### config.mk
export PLATFORM = sky130hd
export DESIGN_NAME = binned_average_lookup
export DESIGN_NICKNAME = d
export VERILOG_FILES = /design/src/hw/rtl/bal_pkg.sv /design/src/hw/rtl/binned_average_lookup.sv /design/src/hw/rtl/bal_ram.sv
export SDC_FILE = /design/constraint.sdc
export NUM_CORES = 2
export LEC_CHECK = 0
export BUFFER_PORTS_ARGS = -buffer_cell sky130_fd_sc_hd__buf_2
export CAP_MARGIN = 20
export CORE_ASPECT_RATIO = 1.25
export CORE_MARGIN = 2
export CORE_UTILIZATION = 45
export DETAILED_ROUTE_END_ITERATION = 16
export GPL_ROUTABILITY_DRIVEN = 1
export PLACE_DENSITY = 0.66
export REMOVE_ABC_BUFFERS = 1
export SLEW_MARGIN = 30
export SYNTH_ARGS = -nofsm -noshare
export SYNTH_HDL_FRONTEND = slang
export SYNTH_SLANG_ARGS = --single-unit
### constraint.sdc
create_clock -name clk -period 20.6 [get_ports clk]
set_input_delay 1.03 -clock clk [delete_from_list [all_inputs] [get_ports clk]]
set_output_delay 1.03 -clock clk [all_outputs]
set_load 0.05 [all_outputs]
### src/hw/rtl/bal_pkg.sv
package bal_pkg;

	localparam int NUM_BINS_DEF   = 16;
	localparam int VALUE_BITS_DEF = 32;
	localparam int COUNT_BITS_DEF = 24;

	localparam logic [15:0] OFFSET_RESET = 16'd0;
	localparam logic [4:0]  BINS_RESET   = 5'd16;

	localparam logic CFG_OFFSET = 1'b0;
	localparam logic CFG_BINS   = 1'b1;

	typedef enum logic [2:0] {
		OP_CLEAR = 3'd0,
		OP_ACCUM = 3'd1,
		OP_FINAL = 3'd2,
		OP_WEDGE = 3'd3,
		OP_WVAL  = 3'd4,
		OP_EVAL  = 3'd5,
		OP_RVAL  = 3'd6
	} opcode_t;

	typedef enum logic [1:0] {
		ST_OK    = 2'd0,
		ST_RANGE = 2'd1,
		ST_SAT   = 2'd2
	} status_t;

	typedef enum logic [7:0] {
		S_IDLE = 8'b0000_0001,
		S_SCAN = 8'b0000_0010,
		S_BRD  = 8'b0000_0100,
		S_VRD  = 8'b0000_1000,
		S_FRD  = 8'b0001_0000,
		S_DIV  = 8'b0010_0000,
		S_FIN  = 8'b0100_0000,
		S_RESP = 8'b1000_0000
	} state_t;

endpackage

### src/hw/rtl/binned_average_lookup.sv
// channel   direction  fields (low bit up)
// s_*       in         opcode[2:0] x_value[34:3] y_value[66:35] index[71:67]
// m_*       out        result_value[31:0] bin_index[35:32] status[37:36] zero[39:38]
// cfg_*     in         cfg_index 0 output_offset, 1 bins_in_use; cfg_wdata[15:0]
//
// One word in flight at a time; s_tready is high only when the sequencer is idle.
// Clear, write edge, write value and a bad opcode go straight to the response. Read value
// first reads the value memory. Accumulate and evaluate scan the bins, one edge memory
// read per step. Finalize visits every bin: an empty one is skipped, else its sum is
// divided by its count in the serial divider.
// Reset clears valid bits of sums/counts and bin values at once; edges stay undefined.
// A result waiting on m_tready does not block acceptance of the next word.
module binned_average_lookup #(
	parameter int NUM_BINS   = bal_pkg::NUM_BINS_DEF,
	parameter int VALUE_BITS = bal_pkg::VALUE_BITS_DEF,
	parameter int COUNT_BITS = bal_pkg::COUNT_BITS_DEF
) (
	input  logic        clk,
	input  logic        arst_n,
	input  logic        s_tvalid,
	output logic        s_tready,
	input  logic [71:0] s_tdata,   // opcode, x_value, y_value, index
	output logic        m_tvalid,
	input  logic        m_tready,
	output logic [39:0] m_tdata,   // result_value, bin_index, status, zero pad
	input  logic        cfg_we,
	input  logic        cfg_index,
	input  logic [15:0] cfg_wdata
);

	localparam int SUM_BITS = VALUE_BITS + COUNT_BITS;
	localparam int SW       = SUM_BITS + COUNT_BITS;
	localparam int BIN_W    = $clog2(NUM_BINS);
	localparam int EA_W     = $clog2(NUM_BINS + 1);
	localparam int DC_W     = $clog2(SUM_BITS + 1);

	localparam logic signed [64:0] VMAX65 =
		{{(66 - VALUE_BITS){1'b0}}, {(VALUE_BITS - 1){1'b1}}};
	localparam logic signed [64:0] VMIN65 = ~VMAX65;
	localparam logic signed [64:0] RMAX65 = {34'd0, {31{1'b1}}};
	localparam logic signed [64:0] RMIN65 = ~RMAX65;
	localparam logic signed [SUM_BITS:0] QMAX =
		{{(COUNT_BITS + 2){1'b0}}, {(VALUE_BITS - 1){1'b1}}};
	localparam logic signed [SUM_BITS:0] QMIN = ~QMAX;
	localparam logic signed [SUM_BITS:0] SMAX = {2'b00, {(SUM_BITS - 1){1'b1}}};
	localparam logic signed [SUM_BITS:0] SMIN = ~SMAX;

	bal_pkg::state_t state_q;
	bal_pkg::opcode_t op_q;
	logic signed [31:0] x_q, y_q;
	logic [BIN_W-1:0] k_q;
	logic [15:0] offset_q;
	logic [4:0] bins_q;
	logic [NUM_BINS-1:0] svld_q, vvld_q;
	logic svld_rd_q, vvld_rd_q;
	logic [31:0] res_q;
	logic [3:0] bin_q;
	bal_pkg::status_t st_q;
	logic m_valid_q;
	logic [37:0] m_data_q;
	logic [SUM_BITS-1:0] dvd_q;
	logic [COUNT_BITS:0] rem_q;
	logic [COUNT_BITS-1:0] cnt_q;
	logic neg_q;
	logic [DC_W-1:0] dcnt_q;

	logic [2:0] in_opbits;
	logic signed [31:0] in_x, in_y;
	logic [4:0] in_idx;
	logic accept;
	logic wedge_ok, val_ok;
	logic [BIN_W-1:0] last_bin;

	logic edge_we;
	logic [EA_W-1:0] edge_waddr, edge_raddr;
	logic [VALUE_BITS-1:0] edge_wdata, edge_rdata;
	logic sum_we;
	logic [BIN_W-1:0] sum_waddr, sum_raddr;
	logic [SW-1:0] sum_wdata, sum_rdata;
	logic val_we;
	logic [BIN_W-1:0] val_waddr, val_raddr;
	logic [VALUE_BITS-1:0] val_wdata, val_rdata;

	logic signed [64:0] x65, e65, inx65, iny65, v65;
	logic [VALUE_BITS-1:0] inx_clamp, iny_clamp;
	logic [31:0] v_clamp;
	logic hit;
	logic [SW-1:0] sw;
	logic signed [SUM_BITS-1:0] s_cur;
	logic [COUNT_BITS-1:0] c_cur;
	logic c_full;
	logic signed [SUM_BITS:0] s_new, s_sat;
	logic s_ovf;
	logic [SUM_BITS-1:0] mag;
	logic [COUNT_BITS:0] rem_sh;
	logic rem_ge;
	logic signed [SUM_BITS:0] q_s;
	logic [VALUE_BITS-1:0] q_clamp;
	logic [VALUE_BITS-1:0] vv;
	logic fin_last;

	assign in_opbits = s_tdata[2:0];
	assign in_x      = s_tdata[34:3];
	assign in_y      = s_tdata[66:35];
	assign in_idx    = s_tdata[71:67];

	assign s_tready = (state_q == bal_pkg::S_IDLE);
	assign accept   = s_tvalid && s_tready;
	assign m_tvalid = m_valid_q;
	assign m_tdata  = {2'b00, m_data_q};

	assign wedge_ok = (int'(in_idx) <= NUM_BINS);
	assign val_ok   = (int'(in_idx) < NUM_BINS);
	assign fin_last = (k_q == BIN_W'(NUM_BINS - 1));

	always_comb begin
		if (bins_q == 5'd0) begin
			last_bin = '0;
		end else if (int'(bins_q) > NUM_BINS) begin
			last_bin = BIN_W'(NUM_BINS - 1);
		end else begin
			last_bin = BIN_W'(bins_q - 5'd1);
		end
	end

	// saturate written edges and values to the storage width
	always_comb begin
		inx65 = 65'(in_x);
		iny65 = 65'(in_y);
		if (inx65 > VMAX65) inx_clamp = VALUE_BITS'(VMAX65);
		else if (inx65 < VMIN65) inx_clamp = VALUE_BITS'(VMIN65);
		else inx_clamp = VALUE_BITS'(inx65);
		if (iny65 > VMAX65) iny_clamp = VALUE_BITS'(VMAX65);
		else if (iny65 < VMIN65) iny_clamp = VALUE_BITS'(VMIN65);
		else iny_clamp = VALUE_BITS'(iny65);
	end

	assign x65 = 65'(x_q);
	assign e65 = 65'($signed(edge_rdata));
	assign hit = (x65 < e65) || (k_q == last_bin);

	assign sw     = svld_rd_q ? sum_rdata : '0;
	assign s_cur  = $signed(sw[SUM_BITS-1:0]);
	assign c_cur  = sw[SW-1:SUM_BITS];
	assign c_full = &c_cur;
	assign s_new  = {s_cur[SUM_BITS-1], s_cur} + (SUM_BITS + 1)'(y_q);
	assign s_ovf  = (s_new[SUM_BITS] != s_new[SUM_BITS-1]);
	assign s_sat  = s_ovf ? (s_new[SUM_BITS] ? SMIN : SMAX) : s_new;
	assign mag    = s_cur[SUM_BITS-1] ? SUM_BITS'(-s_cur) : SUM_BITS'(s_cur);

	assign rem_sh = {rem_q[COUNT_BITS-1:0], dvd_q[SUM_BITS-1]};
	assign rem_ge = (rem_sh >= {1'b0, cnt_q});

	always_comb begin
		q_s = neg_q ? -$signed({1'b0, dvd_q}) : $signed({1'b0, dvd_q});
		if (q_s > QMAX) q_clamp = VALUE_BITS'(QMAX);
		else if (q_s < QMIN) q_clamp = VALUE_BITS'(QMIN);
		else q_clamp = VALUE_BITS'(q_s);
	end

	always_comb begin
		vv  = vvld_rd_q ? val_rdata : '0;
		v65 = 65'($signed(vv));
		if (op_q == bal_pkg::OP_EVAL) begin
			v65 = v65 + 65'(offset_q);
		end
		if (v65 > RMAX65) v_clamp = 32'(RMAX65);
		else if (v65 < RMIN65) v_clamp = 32'(RMIN65);
		else v_clamp = 32'(v65);
	end

	always_comb begin
		edge_we    = accept && (in_opbits == bal_pkg::OP_WEDGE) && wedge_ok;
		edge_waddr = EA_W'(in_idx);
		edge_wdata = inx_clamp;
		edge_raddr = (state_q == bal_pkg::S_SCAN) ? EA_W'(k_q) + EA_W'(2) : EA_W'(1);

		sum_we    = (state_q == bal_pkg::S_BRD) && (op_q == bal_pkg::OP_ACCUM) && !c_full;
		sum_waddr = k_q;
		sum_wdata = {c_cur + COUNT_BITS'(1), SUM_BITS'(s_sat)};
		if (state_q == bal_pkg::S_IDLE) begin
			sum_raddr = '0;
		end else if (state_q inside {bal_pkg::S_FRD, bal_pkg::S_FIN}) begin
			sum_raddr = k_q + BIN_W'(1);
		end else begin
			sum_raddr = k_q;
		end

		val_we    = 1'b0;
		val_waddr = k_q;
		val_wdata = '0;
		if (accept && (in_opbits == bal_pkg::OP_WVAL) && val_ok) begin
			val_we    = 1'b1;
			val_waddr = BIN_W'(in_idx);
			val_wdata = iny_clamp;
		end else if (state_q == bal_pkg::S_FRD && c_cur == '0) begin
			val_we = 1'b1;
		end else if (state_q == bal_pkg::S_FIN) begin
			val_we    = 1'b1;
			val_wdata = q_clamp;
		end
		val_raddr = (state_q == bal_pkg::S_IDLE) ? BIN_W'(in_idx) : k_q;
	end

	bal_ram #(.WIDTH(VALUE_BITS), .DEPTH(NUM_BINS + 1)) u_edge (
		.clk(clk), .we(edge_we), .waddr(edge_waddr), .wdata(edge_wdata),
		.raddr(edge_raddr), .rdata(edge_rdata)
	);

	bal_ram #(.WIDTH(SW), .DEPTH(NUM_BINS)) u_sum (
		.clk(clk), .we(sum_we), .waddr(sum_waddr), .wdata(sum_wdata),
		.raddr(sum_raddr), .rdata(sum_rdata)
	);

	bal_ram #(.WIDTH(VALUE_BITS), .DEPTH(NUM_BINS)) u_val (
		.clk(clk), .we(val_we), .waddr(val_waddr), .wdata(val_wdata),
		.raddr(val_raddr), .rdata(val_rdata)
	);

	always_ff @(posedge clk or negedge arst_n) begin
		if (!arst_n) begin
			state_q   <= bal_pkg::S_IDLE;
			offset_q  <= bal_pkg::OFFSET_RESET;
			bins_q    <= bal_pkg::BINS_RESET;
			svld_q    <= '0;
			vvld_q    <= '0;
			svld_rd_q <= 1'b0;
			vvld_rd_q <= 1'b0;
			m_valid_q <= 1'b0;
			k_q       <= '0;
			dcnt_q    <= '0;
		end else begin
			if (cfg_we) begin
				if (cfg_index == bal_pkg::CFG_OFFSET) offset_q <= cfg_wdata;
				else bins_q <= cfg_wdata[4:0];
			end

			svld_rd_q <= (int'(sum_raddr) < NUM_BINS) ? svld_q[sum_raddr] : 1'b0;
			vvld_rd_q <= (int'(val_raddr) < NUM_BINS) ? vvld_q[val_raddr] : 1'b0;
			if (sum_we) svld_q[sum_waddr] <= 1'b1;
			if (val_we) vvld_q[val_waddr] <= 1'b1;

			if (m_valid_q && m_tready && state_q != bal_pkg::S_RESP) m_valid_q <= 1'b0;

			case (state_q)
				bal_pkg::S_IDLE: begin
					if (accept) begin
						op_q  <= bal_pkg::opcode_t'(in_opbits);
						x_q   <= in_x;
						y_q   <= in_y;
						k_q   <= '0;
						res_q <= '0;
						bin_q <= '0;
						case (in_opbits)
							bal_pkg::OP_CLEAR: begin
								svld_q  <= '0;
								st_q    <= bal_pkg::ST_OK;
								state_q <= bal_pkg::S_RESP;
							end
							bal_pkg::OP_ACCUM, bal_pkg::OP_EVAL: begin
								st_q    <= bal_pkg::ST_OK;
								state_q <= bal_pkg::S_SCAN;
							end
							bal_pkg::OP_FINAL: begin
								st_q    <= bal_pkg::ST_OK;
								state_q <= bal_pkg::S_FRD;
							end
							bal_pkg::OP_WEDGE: begin
								st_q    <= wedge_ok ? bal_pkg::ST_OK : bal_pkg::ST_RANGE;
								state_q <= bal_pkg::S_RESP;
							end
							bal_pkg::OP_WVAL: begin
								st_q    <= val_ok ? bal_pkg::ST_OK : bal_pkg::ST_RANGE;
								state_q <= bal_pkg::S_RESP;
							end
							bal_pkg::OP_RVAL: begin
								st_q    <= val_ok ? bal_pkg::ST_OK : bal_pkg::ST_RANGE;
								state_q <= val_ok ? bal_pkg::S_VRD : bal_pkg::S_RESP;
							end
							default: begin
								st_q    <= bal_pkg::ST_RANGE;
								state_q <= bal_pkg::S_RESP;
							end
						endcase
					end
				end
				bal_pkg::S_SCAN: begin
					if (hit) state_q <= bal_pkg::S_BRD;
					else k_q <= k_q + BIN_W'(1);
				end
				bal_pkg::S_BRD: begin
					bin_q <= 4'(k_q);
					if (op_q == bal_pkg::OP_ACCUM) begin
						if (c_full || s_ovf) st_q <= bal_pkg::ST_SAT;
					end else begin
						res_q <= v_clamp;
					end
					state_q <= bal_pkg::S_RESP;
				end
				bal_pkg::S_VRD: begin
					res_q   <= v_clamp;
					state_q <= bal_pkg::S_RESP;
				end
				bal_pkg::S_FRD: begin
					if (c_cur == '0) begin
						if (fin_last) state_q <= bal_pkg::S_RESP;
						k_q <= k_q + BIN_W'(1);
					end else begin
						dvd_q   <= mag;
						rem_q   <= '0;
						cnt_q   <= c_cur;
						neg_q   <= s_cur[SUM_BITS-1];
						dcnt_q  <= DC_W'(SUM_BITS);
						state_q <= bal_pkg::S_DIV;
					end
				end
				bal_pkg::S_DIV: begin
					rem_q  <= rem_ge ? rem_sh - {1'b0, cnt_q} : rem_sh;
					dvd_q  <= {dvd_q[SUM_BITS-2:0], rem_ge};
					dcnt_q <= dcnt_q - DC_W'(1);
					if (dcnt_q == DC_W'(1)) state_q <= bal_pkg::S_FIN;
				end
				bal_pkg::S_FIN: begin
					k_q     <= k_q + BIN_W'(1);
					state_q <= fin_last ? bal_pkg::S_RESP : bal_pkg::S_FRD;
				end
				bal_pkg::S_RESP: begin
					if (!m_valid_q || m_tready) begin
						m_valid_q <= 1'b1;
						m_data_q  <= {st_q, bin_q, res_q};
						state_q   <= bal_pkg::S_IDLE;
					end
				end
				default: state_q <= bal_pkg::S_IDLE;
			endcase
		end
	end

	a_one_in_flight: assert property (@(posedge clk) disable iff (!arst_n)
		accept |=> !s_tready)
		else $error("word accepted while another is in flight");

	a_div_count: assert property (@(posedge clk) disable iff (!arst_n)
		(state_q == bal_pkg::S_DIV) |-> (dcnt_q != '0))
		else $error("divider running with zero step count");

	a_scan_bound: assert property (@(posedge clk) disable iff (!arst_n)
		(state_q == bal_pkg::S_SCAN) |-> (k_q <= last_bin))
		else $error("bin scan past last active bin");

endmodule

### src/hw/rtl/bal_ram.sv
module bal_ram #(
	parameter int WIDTH = 32,
	parameter int DEPTH = 16
) (
	input  logic                     clk,
	input  logic                     we,
	input  logic [$clog2(DEPTH)-1:0] waddr,
	input  logic [WIDTH-1:0]         wdata,
	input  logic [$clog2(DEPTH)-1:0] raddr,
	output logic [WIDTH-1:0]         rdata
);

	logic [WIDTH-1:0] mem [DEPTH];

	always_ff @(posedge clk) begin
		if (we) begin
			mem[waddr] <= wdata;
		end
		rdata <= mem[raddr];
	end

endmodule
# After elaboration in Yosys (flattened, before gate mapping)
# Memory sizes are Yosys's and may differ from the RTL's. A register that Yosys moved wholly into a read port is not among the register bits.
# Index checks and enable logic that the tools add are counted.
# word_totals
reg_bits	322
output_inout_bits	42
memories	3
in_bits	94
mem_bits_rw	2336
wordCells	212
# memory_table
name	depth	word_bits	rd	rd_clocked_by_memory_dff	write_ports	line	source
u_sum.mem	16	80	1	1	1	bal_ram.sv:13	logic [WIDTH-1:0] mem [DEPTH];
u_edge.mem	17	32	1	1	1	bal_ram.sv:13	
u_val.mem	16	32	1	1	1	bal_ram.sv:13	
# op_classes
add_sub_neg	10
n_bitwise	4
mux	81
order_cmp	19
eq_ne	32
n_reduce_logical	42
# op_table
operator	n
two-way mux 32 bit	14
two-way mux 56 bit	4
case mux 56 bit (2 select lines)	1
case mux 32 bit (3 select lines)	1
two-way mux 80 bit	1
greater-than comparator 65 x 32 -> 1 bit (second input constant)	1
< comparator 65 x 32 -> 1 bit (second input constant)	1
two-way mux 65 bit	1
greater-than comparator 32 bit (second input constant)	2
< comparator 32 bit (second input constant)	2
two-way mux 16 bit	4
two-way mux 8 bit	8
adder 56 x 32 -> 57 bit	1
greater-than comparator 57 x 32 -> 1 bit (second input constant)	1
< comparator 57 x 32 -> 1 bit (second input constant)	1
two-way mux 57 bit	1
negator 56 -> 57 bit	1
negator 56 bit	1
case mux 8 bit (7 select lines)	1
two-way mux 24 bit	2
case mux 24 bit (2 select lines)	1
two-way mux 4 bit	9
adder 32 x 17 -> 33 bit	1
< comparator 32 bit	1
61 further kinds	127

# Logic depth before layout (Yosys ltp)
# logic_depth
depth_word	10
mapped_depth	20
mapped_depth_nobuf	15

# Hierarchy
# Synthesis repeated with hierarchy kept, for this count alone.
# unflattened
cells_unflattened	6395
hier_area_um2	114538.6
# by_module_without_submodules
module	area_each_um2	instances	seq_area_each_um2	cells_each
bal_ram (u_sum)	49422.4	1	40038.4	2054
binned_average_lookup	23658.9	1	9301.4	2590
bal_ram (u_edge)	21603.2	1	16976.3	913
bal_ram (u_val)	19854.0	1	16015.4	838

# Worst setup path before layout
# OpenSTA, ideal clock, no wires.
# synth_path
path_kind	flip-flop to flip-flop
from	register svld_rd_q
to	memory u_sum.mem[10][0] in the netlist's numbering (enable)
arrival_ps	5963
setup_ps	521
path_slack_ps	14117
period_less_slack_ps	6483
t_required_ps	20079
stages_incl_launch_ff	16
n_path_buf	4
cell_sequence	dfrtp_1 > clkbuf_1 > clkbuf_1 > clkbuf_1 > clkbuf_1 > nand2_1 > inv_1 > ha_1 > nand4_1 > or4_1 > nor3_1 > and3_1 > a31o_2 > nor2_1 > nand2_1 > nor2_1
# synth_via
elab_chain_cells	6
# synth_rtl
item	line	source
from (decl)	binned_average_lookup.sv:55	logic svld_rd_q, vvld_rd_q;
from (signal assigned)	binned_average_lookup.sv:238	svld_rd_q <= (int'(sum_raddr) < NUM_BINS) ? svld_q[sum_raddr] : 1'b0;
two-way mux 80 bit	binned_average_lookup.sv:142	assign sw = svld_rd_q ? sum_rdata : '0;
named net sw[57]	binned_average_lookup.sv:88	logic [SW-1:0] sw;
AND reduction 24 bit	binned_average_lookup.sv:145	assign c_full = &c_cur;
zero test 1 bit	binned_average_lookup.sv:178	sum_we = (state_q == bal_pkg::S_BRD) && (op_q == bal_pkg::OP_ACCUM) && !c_full;
logical AND 1 bit	binned_average_lookup.sv:178	
two-way mux 1 bit	bal_ram.sv:16	if (we) begin
two-way mux 1 bit (implied by the code)	bal_ram.sv:17	mem[waddr] <= wdata;
to (decl)	bal_ram.sv:13	
# The timed path passes the listed nets, and every way through them passes these cells.

# Worst setup path after layout
# layout_path
from	register svld_rd_q
to	memory u_sum.mem[3][9] in the netlist's numbering, data pin
# layout_via
elab_chain_cells	4
elab_cells_between_ends	5
cone_classes	add/sub: 1; eq/ne: 1; mux: 3
# layout_rtl
item	line	source
two-way mux 80 bit (*)	binned_average_lookup.sv:142	
adder 56 x 32 -> 57 bit (*)	binned_average_lookup.sv:146	assign s_new = {s_cur[SUM_BITS-1], s_cur} + (SUM_BITS + 1)'(y_q);
two-way mux 56 bit or != test 1 bit (tied branches)	binned_average_lookup.sv:148, binned_average_lookup.sv:147	
two-way mux 56 bit (*)	binned_average_lookup.sv:148	assign s_sat = s_ovf ? (s_new[SUM_BITS] ? SMIN : SMAX) : s_new;
named net s_sat[9]	binned_average_lookup.sv:92	logic signed [SUM_BITS:0] s_new, s_sat;
# Mark *: on every way through the listed nets, which the timed path passes. The rest lies on a longest branch.

==> impl_metrics.py <==
metrics = {
    "outcome": {
        "status": "complete, no violations",
    },
    "logic_synthesis": {
        "syn_area_per_cell_um2": 12.8,
        "netlist-cell-type-count": 97,
        "yosys_warnings": 0,
        "synthArstFlopShare_pct": 2.64,
        "yosysSeqAreaShare_pct": 69.4,
        "synthCells": 9300,
        "ys_seq_elements": 2802,
        "netlist_area_mm2": 0.119,
        "synth_ff_type": "edfxtp_1",
        "synth-edff-count": 2584,
    },
    "worst_setup_path": {
        "slowest_stage": "buf_4",
        "worstPathMaxFanout": 70,
        "cp.required_ns": 21.04,
        "cpPeakStageDelay_ns": 0.77,
        "cpLargestDelayFamily": "compound AO/OA/AOI/OAI gates",
        "startpoint_type": "register",
        "path_buf_inv": 2,
        "crit_type": "reg -> reg",
        "path_cells": "buf_4, and2_1, ha_1, a21oi_1, o21ai_0, a211oi_1, o21ai_0, o31ai_1, a21oi_1, nand4_1, a22oi_2, nor2_4, buf_4, o21ai_1",
        "end_kind": "register",
        "cp_data_arrival_time_ns": 7.17,
    },
    "floorplan": {
        "die-area_mm2": 0.268,
        "core-area_mm2": 0.262,
        "ioPinCount": 136,
        "fp.dieH_um": 578,
        "rows": 210,
        "die_w_um": 463,
        "start_util_pct": 45.3,
    },
    "placement": {
        "placed_area_mm2": 0.123,
        "portBuffers": 133,
        "pre_cts_ws_ns": 13.89,
        "dp_hpwl_mm": 173,
        "place_congestion": 0.904,
    },
    "detailed_routing": {
        "vias": 76800,
        "wl_per_cell_um": 24.2,
        "drtPass1Iterations": 8,
        "drtIter0Drc": 8547,
        "via_per_inst": 5.92,
        "drc": 0,
        "totalWireLength_mm": 314,
        "ant_nets": 0,
    },
    "pwr": {
        "power_frac_clock_pct": 32.4,
        "pwr-share-comb_pct": 21.5,
        "p_int_mw": 10.8,
        "net-switching-power_mw": 4.63,
        "power.density_mw_per_mm2": 116,
        "sw_frac_of_total_pct": 30.1,
        "p_leak_nw": 45.3,
        "ir_worst_vdd_mv": 0.140,
        "seq_power_share_pct": 46.2,
    },
    "clock_tree": {
        "cts-root-buf": "clkbuf_16",
        "cts_hold_buffers": 0,
        "cts_buffer_depth": 4,
        "clk_pin_slew_ns": 0.06,
        "ctsResizeCount": 0,
        "numClockSinks": 2802,
        "cts_tree": "done",
        "cts_setup_buffers": 0,
        "clock_latency_ns": 0.87,
        "htreeDepth": 5,
        "numCtsBuffers": 277,
    },
    "sta": {
        "fmax_ghz": 0.148,
        "finalHoldViolations": 0,
        "clock_skew_ns": 0.0518,
        "max-slew-margin-rel_pct": 29.5,
        "fin_crit_sh_pct": 32.7,
        "slew_viol_final": 0,
        "fin_tns_setup_ns": 0,
        "setup_viol": 0,
        "setup_slack_ns": 13.86,
        "rsz0062_at_grt": "no",
        "period_needed_ns": 6.74,
        "worst_slew_pin_slew_ns": 1.06,
    },
    "global_routing": {
        "grt_usage_pct": 22.8,
        "grt_overflow": 0,
        "grt_pass1_vias": 74800,
        "antenna_found_initial": 19,
        "grt_start_max_net_pins": 189,
        "grt_pass1_wl_mm": 468,
    },
    "layout": {
        "fillers": 22000,
        "area_growth_pct": 11.6,
        "drive_gt1_share_pct": 10.5,
        "layout_common_cells": "edfxtp_1, nand2_1, nand3_1, a311oi_1, clkbuf_16",
        "fin_area_mm2": 0.132,
        "final_common_cell": "edfxtp_1",
        "nets": 9467,
    },
    "hold_path": {
        "hold_path_class": "in -> async",
    },
    "job": {
        "drv_cap": 0,
    },
}
cell families (layout without fill, tap and decap cells):
| family | after synthesis | count (layout) | synth area share [%] |
|---|---|---|---|
| DFF | 2802 | 2802 | 69.4 |
| xor gates and xnor gates | 235 | 235 | 1.74 |
| and+or+nand+nor | 3466 | 3466 | 13.3 |
| other | 1 | 18 | 0.00316 |
| AOI/OAI and AO/OA | 1773 | 1773 | 10.2 |
| adders and majority gates | 145 | 145 | 1.53 |
| buffers and inverters | 768 | 919 | 2.49 |
| muxes | 110 | 110 | 1.32 |
worst reg2reg max path, delay by kind of cell (launching register included):
| family | cells | cell delay [ns] |
|---|---|---|
| AOI/OAI and AO/OA | 8 | 2.82 |
| adders and majority gates | 1 | 0.32 |
| buffers and inverters | 2 | 1.38 |
| DFF | 1 | 0.66 |
| and+or+nand+nor | 3 | 1.15 |
sequential cells by signal, summed over array words and instances (netlist names), 2 cells and up:
register,cells
y_q,32
cnt_q,24
st_q,2
dcnt_q,6
dvd_q,56
u_sum.mem,1280
op_q,3
bins_q,5
u_val.mem,512
svld_q,16
u_edge.rdata,32
rem_q,24
u_val.rdata,32
state_q,8
x_q,32
u_edge.mem,544
k_q,4
u_sum.rdata,80
res_q,32
bin_q,4
vvld_q,16
m_data_q,38
offset_q,16
cell usage after synthesis (11+ instances only):
master	count	share of area [%]
clkbuf_1	594	1.9
o211ai_2	30	0.32
o41ai_1	18	0.13
mux2i_1	25	0.21
inv_1	122	0.39
and2_1	288	1.5
o22ai_1	26	0.14
o21ai_0	289	1.2
and3_1	186	0.98
xor2_1	138	1.0
a21oi_1	323	1.4
a31oi_1	239	1.3
or3_1	155	0.82
o31ai_1	42	0.27
or4_1	18	0.11
nand2_1	1992	6.3
nand2b_1	34	0.18
mux4_2	32	0.61
nor4_1	28	0.15
nor2b_1	16	0.084
nand3b_1	11	0.070
dfxtp_1	144	2.4
nor2_1	227	0.72
buf_1	36	0.11
nand4_1	39	0.21
xnor2_1	97	0.72
nor3_1	35	0.15
a311oi_1	310	2.3
o211ai_1	81	0.51
a211oi_1	246	1.6
dfrtp_1	72	1.5
edfxtp_1	2584	65
o21a_1	16	0.10
ha_1	133	1.4
nand3_1	374	1.6
o21bai_1	21	0.13
mux2_2	53	0.50
a21o_1	54	0.34
or2_2	25	0.13
power groups by stage:
| stage | Sequential [mW] | Clock [mW] | Combinational (mW) |
|---|---|---|---|
| 3_5_place_dp | 7.24 | 0 | 3.21 |
| 5_1_grt | 7.12 | 5.26 | 3.61 |
| 2_1_floorplan | 7.22 | 0 | 2.61 |
| 4_1_cts | 7.12 | 5.05 | 3.23 |
| 6_report | 7.11 | 4.98 | 3.30 |
| 3_3_place_gp | 7.23 | 0 | 3.10 |
layout make-up:
cell class / count / area, um2 / area share (%)
Clock inverter: 136 / 1250 / 0.947
Clock buffer: 358 / 7590 / 5.73
Antenna cell: 16 / 40.0 / 0.0302
Tap cell: 3498 / 4380 / 3.31
Inverter: 124 / 468 / 0.354
Multi-Input combinational cell: 5731 / 34200 / 25.8
Sequential cell: 2802 / 82300 / 62.2
Timing Repair Buffer: 301 / 2100 / 1.59
layer usage:
layer	global-route usage, %	part of all wire [%]	up-vias
li1	-	-	34500
met1	29.6	40	38700
met2	39.1	49	2932
met3	2.96	6.7	606
met4	8.62	3.8	4
met5	0	0.0070	-
worst paths after layout:
check	from	endpoint	slack, ns	depth (start not counted)
max reg2reg	svld_rd_q	u_sum.mem[3][9]	13.86	14
max	svld_rd_q	u_sum.mem[3][9]	13.86	14
min reg2reg	res_q[20]	m_data_q[20]	0.41	0
min in group clk	cfg_wdata[6]	offset_q[6]	0.39	3
max in group asynchronous	arst_n	k_q[0]	19.30	2
min	arst_n	offset_q[15]	0.09	1
per-stage QoR:
stage | hold WS [ns] | instances | power [mW] | util, %
after CTS | 0.0581 | 12900 | 15.4 | 50.4
after global placement | 0.402 | 12500 | 10.3 | 47.0
after detailed placement | 0.405 | 12500 | 10.5 | 47.1
after floorplan | 0.400 | 8657 | 9.83 | -
after global routing | 0.0960 | 13000 | 16.0 | 50.5
final | 0.0916 | 13000 | 15.4 | 50.5
No activity file was read; power rests on OpenSTA's default activity.
